===== config.mk =====
export PLATFORM = sky130hd
export DESIGN_NAME = partitioned_task_core_allocator_unit
export DESIGN_NICKNAME = d
export VERILOG_FILES = /design/src/sv/ptca_pkg.sv /design/src/sv/ptca_pick.sv /design/src/sv/partitioned_task_core_allocator_unit.sv
export SDC_FILE = /design/constraint.sdc
export NUM_CORES = 1
export LEC_CHECK = 0
export ABC_AREA = 1
export BUFFER_PORTS_ARGS = -buffer_cell sky130_fd_sc_hd__buf_4
export CAP_MARGIN = 40
export CORE_UTILIZATION = 45
export CTS_BUF_LIST = sky130_fd_sc_hd__clkbuf_4
export CTS_CLUSTER_DIAMETER = 60
export DETAILED_ROUTE_END_ITERATION = 7
export GPL_TIMING_DRIVEN = 0
export HOLD_SLACK_MARGIN = 0.12
export PLACE_DENSITY = 0.64
export SLEW_MARGIN = 0
export SYNTH_ARGS = -nofsm -noshare
export SYNTH_HDL_FRONTEND = slang
export SYNTH_SLANG_ARGS = --single-unit

===== constraint.sdc =====
create_clock -name i_clk -period 8.1 [get_ports i_clk]
set_input_delay 1.62 -clock i_clk [delete_from_list [all_inputs] [get_ports i_clk]]
set_output_delay 1.62 -clock i_clk [all_outputs]
set_load 0.03 [all_outputs]

===== src/sv/ptca_pkg.sv =====
// Shared constants and codes for the partitioned task core allocator.
package ptca_pkg;

    // Field widths
    localparam int LOAD_W     = 16;
    localparam int UTIL_W     = 17;
    localparam int CAP_W      = 17;
    localparam int MODE_W     = 2;
    localparam int IDX_OUT_W  = 2;
    localparam int CFG_ADDR_W = 1;
    localparam int CFG_DATA_W = 17;

    // Saturated capacity, 1.0 in fixed point
    localparam logic [CAP_W-1:0] CAP_MAX = 17'h10000;

    // Fit policies
    localparam logic [MODE_W-1:0] FIT_FIRST = 2'd0;
    localparam logic [MODE_W-1:0] FIT_BEST  = 2'd1;
    localparam logic [MODE_W-1:0] FIT_WORST = 2'd2;

    // Item functions
    localparam logic FUNC_ASSIGN = 1'b0;
    localparam logic FUNC_CLEAR  = 1'b1;

    // Configuration register indexes
    localparam logic [CFG_ADDR_W-1:0] REG_FIT_MODE      = 1'd0;
    localparam logic [CFG_ADDR_W-1:0] REG_CORE_CAPACITY = 1'd1;

endpackage


===== src/sv/ptca_pick.sv =====
// Fit test and policy pick across all cores, one-hot winner out (all zero if no core fits).
module ptca_pick #(
    parameter int NUM_CORES = 4
) (
    input  logic [NUM_CORES-1:0][ptca_pkg::LOAD_W-1:0] i_load,
    input  logic [ptca_pkg::UTIL_W-1:0]                 i_util,
    input  logic [ptca_pkg::CAP_W-1:0]                  i_cap,
    input  logic [ptca_pkg::MODE_W-1:0]                 i_mode,
    output logic [NUM_CORES-1:0]                        o_win
);

    logic [NUM_CORES-1:0] w_fits;
    logic                 w_best;
    logic                 w_worst;

    assign w_best  = (i_mode == ptca_pkg::FIT_BEST);
    assign w_worst = (i_mode == ptca_pkg::FIT_WORST);

    // Per-core fit: load + util strictly below capacity
    always_comb begin
        for (int c = 0; c < NUM_CORES; c++) begin
            w_fits[c] = ({2'b00, i_load[c]} + {1'b0, i_util}) < {1'b0, i_cap};
        end
    end

    // Pairwise contest: a fitting core wins if it beats every other fitting core;
    // lower index takes ties. Unused mode falls back to first fit.
    always_comb begin
        for (int c = 0; c < NUM_CORES; c++) begin
            o_win[c] = w_fits[c];
            for (int j = 0; j < NUM_CORES; j++) begin
                if (j < c) begin
                    if (w_best) begin
                        o_win[c] = o_win[c] & (!w_fits[j] || (i_load[c] > i_load[j]));
                    end else if (w_worst) begin
                        o_win[c] = o_win[c] & (!w_fits[j] || (i_load[c] < i_load[j]));
                    end else begin
                        o_win[c] = o_win[c] & !w_fits[j];
                    end
                end else if (j > c) begin
                    if (w_best) begin
                        o_win[c] = o_win[c] & (!w_fits[j] || (i_load[c] >= i_load[j]));
                    end else if (w_worst) begin
                        o_win[c] = o_win[c] & (!w_fits[j] || (i_load[c] <= i_load[j]));
                    end
                end
            end
        end
    end

endmodule


===== src/sv/partitioned_task_core_allocator_unit.sv =====
// Top level of the partitioned task core allocator: item pipeline and core loads.
//
//  channel  | direction | handshake         | payload
//  ---------+-----------+-------------------+------------------------------------------
//  input    | in        | i_valid / o_stall | i_func, i_task_util
//  result   | out       | o_valid / i_stall | o_placed, o_core_index, o_core_load_after
//  config   | in        | i_cfg_we          | i_cfg_addr, i_cfg_wdata
//
// One item per cycle sustained while the result is not stalled; each item passes through
// the input register and then the result register. The fit test and pick run in
// one pass, and the core loads update in the same cycle, ready for the next item.
// Synchronous active-low reset zeroes all core loads and sets first fit, capacity 1.0.
// A stalled result holds the pipeline; the input stalls only while both stages are full
// and the result is stalled.
module partitioned_task_core_allocator_unit #(
    parameter int NUM_CORES = 4
) (
    input  logic                            i_clk,
    input  logic                            i_rst_n,
    // Configuration
    input  logic                            i_cfg_we,
    input  logic [ptca_pkg::CFG_ADDR_W-1:0] i_cfg_addr,
    input  logic [ptca_pkg::CFG_DATA_W-1:0] i_cfg_wdata,
    // Input items
    input  logic                            i_valid,
    output logic                            o_stall,
    input  logic                            i_func,
    input  logic [ptca_pkg::UTIL_W-1:0]     i_task_util,
    // Result items
    output logic                            o_valid,
    input  logic                            i_stall,
    output logic                            o_placed,
    output logic [ptca_pkg::IDX_OUT_W-1:0]  o_core_index,
    output logic [ptca_pkg::LOAD_W-1:0]     o_core_load_after
);

    localparam int IDX_W = $clog2(NUM_CORES);
    localparam int ENC_W = (IDX_W < ptca_pkg::IDX_OUT_W) ? ptca_pkg::IDX_OUT_W : IDX_W;

    // Configuration registers
    logic [ptca_pkg::MODE_W-1:0] r_fit_mode;
    logic [ptca_pkg::CAP_W-1:0]  r_capacity;
    logic [ptca_pkg::CAP_W-1:0]  w_cap_sat;

    // Input stage
    logic                        r_in_valid;
    logic                        r_func;
    logic [ptca_pkg::UTIL_W-1:0] r_util;

    // Core loads
    logic [NUM_CORES-1:0][ptca_pkg::LOAD_W-1:0] r_core_load;

    // Result stage
    logic                           r_out_valid;
    logic                           r_placed;
    logic [ptca_pkg::IDX_OUT_W-1:0] r_core_index;
    logic [ptca_pkg::LOAD_W-1:0]    r_load_after;

    // Pick results
    logic [NUM_CORES-1:0]        w_win;
    logic                        w_placed;
    logic [ENC_W-1:0]            w_idx;
    logic [ptca_pkg::LOAD_W-1:0] w_sel_load;
    logic [ptca_pkg::LOAD_W-1:0] w_new_load;
    logic                        w_adv;
    logic                        w_assign;

    // Capacity above 1.0 saturates
    assign w_cap_sat = r_capacity[ptca_pkg::CAP_W-1] ? ptca_pkg::CAP_MAX : r_capacity;

    ptca_pick #(
        .NUM_CORES (NUM_CORES)
    ) u_pick (
        .i_load (r_core_load),
        .i_util (r_util),
        .i_cap  (w_cap_sat),
        .i_mode (r_fit_mode),
        .o_win  (w_win)
    );

    // One-hot winner to index and selected load
    always_comb begin
        w_idx      = '0;
        w_sel_load = '0;
        for (int c = 0; c < NUM_CORES; c++) begin
            if (w_win[c]) begin
                w_idx      = w_idx | ENC_W'(c);
                w_sel_load = w_sel_load | r_core_load[c];
            end
        end
    end

    assign w_assign   = (r_func == ptca_pkg::FUNC_ASSIGN);
    assign w_placed   = w_assign && (|w_win);
    assign w_new_load = w_sel_load + r_util[ptca_pkg::LOAD_W-1:0];

    // Pipeline control
    assign w_adv   = r_in_valid && (!r_out_valid || !i_stall);
    assign o_stall = r_in_valid && !w_adv;

    // Configuration writes
    always_ff @(posedge i_clk) begin
        if (!i_rst_n) begin
            r_fit_mode <= ptca_pkg::FIT_FIRST;
            r_capacity <= ptca_pkg::CAP_MAX;
        end else if (i_cfg_we) begin
            case (i_cfg_addr)
                ptca_pkg::REG_FIT_MODE:      r_fit_mode <= i_cfg_wdata[ptca_pkg::MODE_W-1:0];
                ptca_pkg::REG_CORE_CAPACITY: r_capacity <= i_cfg_wdata[ptca_pkg::CAP_W-1:0];
                default: ;
            endcase
        end
    end

    // Input register
    always_ff @(posedge i_clk) begin
        if (!i_rst_n) begin
            r_in_valid <= 1'b0;
        end else if (!o_stall) begin
            r_in_valid <= i_valid;
        end
    end

    always_ff @(posedge i_clk) begin
        if (i_valid && !o_stall) begin
            r_func <= i_func;
            r_util <= i_task_util;
        end
    end

    // Core load update: clear zeroes all, a placement grows the winner
    always_ff @(posedge i_clk) begin
        if (!i_rst_n) begin
            r_core_load <= '0;
        end else if (w_adv) begin
            if (!w_assign) begin
                r_core_load <= '0;
            end else begin
                for (int c = 0; c < NUM_CORES; c++) begin
                    if (w_win[c]) begin
                        r_core_load[c] <= w_new_load;
                    end
                end
            end
        end
    end

    // Result register
    always_ff @(posedge i_clk) begin
        if (!i_rst_n) begin
            r_out_valid <= 1'b0;
        end else if (w_adv) begin
            r_out_valid <= 1'b1;
        end else if (!i_stall) begin
            r_out_valid <= 1'b0;
        end
    end

    always_ff @(posedge i_clk) begin
        if (w_adv) begin
            r_placed     <= w_placed;
            r_core_index <= w_placed ? w_idx[ptca_pkg::IDX_OUT_W-1:0] : '0;
            r_load_after <= w_placed ? w_new_load : '0;
        end
    end

    assign o_valid           = r_out_valid;
    assign o_placed          = r_placed;
    assign o_core_index      = r_core_index;
    assign o_core_load_after = r_load_after;

    // At most one core wins a contest for a held item
    a_win_onehot: assert property (@(posedge i_clk) disable iff (!i_rst_n)
        r_in_valid |-> $onehot0(w_win))
        else $error("more than one core picked");

    // An unplaced result carries zero index and load
    a_unplaced_zero: assert property (@(posedge i_clk) disable iff (!i_rst_n)
        (o_valid && !o_placed) |-> (o_core_index == '0 && o_core_load_after == '0))
        else $error("unplaced result with nonzero fields");

    // A clear item leaves every load at zero
    a_clear_zero: assert property (@(posedge i_clk) disable iff (!i_rst_n)
        (w_adv && r_func == ptca_pkg::FUNC_CLEAR) |=> (r_core_load == '0))
        else $error("core loads not cleared");

    // An advancing item always shows up as a result next cycle
    a_adv_result: assert property (@(posedge i_clk) disable iff (!i_rst_n)
        w_adv |=> o_valid)
        else $error("advanced item lost");

endmodule

==> results.sh <==
export IMPL_status="finished clean"
export IMPL_required_ns=8.55
export IMPL_drive_gt1_share_pct=8.65
export IMPL_p_per_area_nw_per_um2=217
export IMPL_grt_pass1_vias=11292
export IMPL_netlist_top_cells_area="ha_1, dfxtp_1, nand2_1, edfxtp_1, a21oi_1"
export IMPL_dp_cells=2121
export IMPL_synthFlopType="dfxtp_1"
export IMPL_post_route_min_period_ns=7.52
export IMPL_drc=0
export IMPL_whs_path_depth=2
export IMPL_maxSlewViolCount=0
export IMPL_leakagePower_nw=6.79
export IMPL_dieArea_um2=28200
export IMPL_cp_slowest_cell="edfxtp_1"
export IMPL_synth_top_area_share_pct=24.2
export IMPL_crit_family="compound AO/OA/AOI/OAI gates"
export IMPL_worstPathArrival_ns=7.97
export IMPL_layout_common_cells="nand2_1, ha_1, inv_1"
export IMPL_antenna_found_initial=2
export IMPL_ir_worst_vdd_mv=0.153
export IMPL_setup_ws_ns=0.582
export IMPL_worstSetupStartpointType="flop"
export IMPL_cts_root_buf="clkbuf_4"
export IMPL_grt_usage_pct=28.5
export IMPL_yosys_register_bits=122
export IMPL_globalplace_congestion=0.944
export IMPL_routed_via_density=5.47
export IMPL_drv_cap=0
export IMPL_cts_tree="done"
export IMPL_cts_buffer_depth=2
export IMPL_reg2reg_depth=42
export IMPL_min_from="r_capacity[12]$_SDFFE_PN0P_"
export IMPL_cpMostUsedCell="nand2_1"
export IMPL_synthDistinctLibCells=56
export IMPL_tightestPinTransition_ns=0.736
export IMPL_critical_path_peak_fanout=10
export IMPL_placed_cell_area_um2=13300
export IMPL_grt_ovfl_total=0
export IMPL_insertion_delay_ns=0.62
export IMPL_ys_seq_area_share_pct=22.7
export IMPL_fin_skew_ns=0.0436
export IMPL_hp_class="reg -> reg"
export IMPL_syn_inst=1718
export IMPL_yosys_warnings=0
export IMPL_core_area_um2=27000
export IMPL_slowest_delay_ns=0.57
export IMPL_max_freq_mhz=133
export IMPL_drt_wl_total_um=39100
export IMPL_io_pins=62
export IMPL_io_buffers=60
export IMPL_crit_cells=42
export IMPL_cp_end_kind="flop"
export IMPL_yosys_area_top_type="ha_1"
export IMPL_async_reset_ff_share_pct=0
export IMPL_grt_pass1_wl_um=60700
export IMPL_wire_per_inst_um=18.1
export IMPL_first_iter_violations=951
export IMPL_maxSlewHeadroom_pct=50.9
export IMPL_vias=11799
export IMPL_area_growth_pct=10.2
export IMPL_worstReg2RegStart="r_util[0]$_DFFE_PP_"
export IMPL_syn_avg_cell_area_um2=7.21
export IMPL_worst_path_buf_inv=3
export IMPL_critPathLaunch="r_util[0]$_DFFE_PP_"
export IMPL_drtPass1Iterations=7
export IMPL_start_util_pct=46.0
export IMPL_finalCritPeriodShare_pct=92.8
export IMPL_layoutNonFillerInstCount=2157
export IMPL_stdcell_area_um2=13700
export IMPL_syn_num_nets=2004
export IMPL_final_common_cell="nand2_1"
export IMPL_grt_max_degree=17
export IMPL_clkTransAtPathRegs_ns=0.12
export IMPL_hold_viol_final=0
export IMPL_synth_edf_count=37
export IMPL_setup_violations=0
export IMPL_hpwl_um=32600
export IMPL_syn_area_um2=12400
export IMPL_dp_slack_ns=0.182
export IMPL_fillers=2734
export IMPL_ant_nets=0
export IMPL_cts_sinks=122
export IMPL_h_tree_depth=4
export IMPL_chipWidth_um=168
export IMPL_path_class="reg -> reg"
export IMPL_num_rows=60
export IMPL_die_height_um=168
export IMPL_fin_nets=2087
export IMPL_cts_buffers_inserted=17
-- cell usage after synthesis (all sizes together) (3+ instances only) --
cell / n
nand2: 370
ha: 240
inv: 231
a21oi: 214
nor2: 142
o21ai: 130
dfxtp: 85
nand3: 53
xor2: 49
edfxtp: 37
xnor2: 21
buf: 17
clkbuf: 16
o2111ai: 15
nor3: 14
a31oi: 12
o21bai: 11
nand4: 10
o21a: 7
a21o: 6
nand3b: 6
fa: 5
and2: 4
a211oi: 3
o211ai: 3
-- layout make-up --
| type | instances | area (um^2) | area share [%] |
|---|---|---|---|
| Antenna cell | 2 | 5.00 | 0.0366 |
| Buffer | 32 | 164 | 1.20 |
| Clock buffer | 19 | 143 | 1.04 |
| Clock inverter | 13 | 165 | 1.21 |
| Inverter | 232 | 871 | 6.37 |
| Multi-Input combinational cell | 1331 | 8570 | 62.7 |
| Sequential cell | 122 | 2810 | 20.6 |
| Tap cell | 341 | 427 | 3.12 |
| Timing Repair Buffer | 65 | 512 | 3.75 |
-- final timing paths --
| check | to | slack [ns] |
|---|---|---|
| max | o_core_load_after[13]$_SDFFCE_PN0P_ | 0.58 |
| min | r_capacity[12]$_SDFFE_PN0P_ | 0.50 |
| max reg2reg | o_core_load_after[13]$_SDFFCE_PN0P_ | 0.58 |
| min reg2reg | r_capacity[12]$_SDFFE_PN0P_ | 0.50 |
-- logic make-up (layout without fill, tap and decap cells) --
| kind of cell | Yosys count | count (layout) | share of synthesized area, % |
|---|---|---|---|
| simple gates | 606 | 606 | 20.6 |
| flops | 122 | 122 | 22.7 |
| buf+inv | 265 | 361 | 8.37 |
| xor+xnor | 70 | 70 | 4.95 |
| other cells | 0 | 2 | 0 |
| compound gates | 410 | 410 | 18.4 |
| fa+ha+maj | 245 | 245 | 25.0 |
-- worst register-to-register path: cells and delay by family, from the launching register on --
| family | cells | cell delay [ns] |
|---|---|---|
| AOI/OAI and AO/OA | 14 | 2.49 |
| xor gates and xnor gates | 2 | 0.34 |
| buffers and inverters | 3 | 0.62 |
| DFF | 1 | 0.57 |
| adders and majority gates | 4 | 1.33 |
| and+or+nand+nor | 19 | 2.04 |
-- where the power goes --
part	leakage [nW]	internal, W	switching [W]
clock	0.158	0.000223	0.000284
combinational	5.58	0.000587	0.00106
sequential	1.06	0.000705	0.0000983
total	6.79	0.00152	0.00144
-- metal layers --
| metal | global-route usage [%] | wire [um] | vias up |
|---|---|---|---|
| met4 | 10.7 | 1240 | 0 |
| met1 | 38.7 | 18200 | 5374 |
| met2 | 46.1 | 17200 | 382 |
| li1 | - | - | 5967 |
| met5 | 0 | 0 | - |
| met3 | 3.55 | 2480 | 76 |
-- flip-flops by register name, indices dropped and copies added, names as in the netlist --
register,cells
r_util,17
r_in_valid,1
o_core_load_after,16
r_func,1
o_placed,1
r_capacity,17
r_core_load,64
r_fit_mode,2
o_valid,1
o_core_index,2
-- per-stage QoR --
stage | hold slack [ns] | power (W) | TNS [ns] | util, %
floorplan | 0.450 | 0.00195 | 0 | -
global placement | 0.469 | 0.00241 | 0 | 49.2
detailed placement | 0.478 | 0.00244 | 0 | 49.4
CTS | 0.502 | 0.00295 | 0 | 50.5
global route | 0.518 | 0.00321 | -0.0105 | 50.7
finish | 0.504 | 0.00296 | 0 | 50.7
-- what timing repair did --
action | CTS | global route
buffers inserted | 0 | 3
hold buffers | 0 | 0
resized for setup | 0 | 6
endpoints found under the setup margin | 0 | 29
No activity file was read; power rests on OpenSTA's default activity.
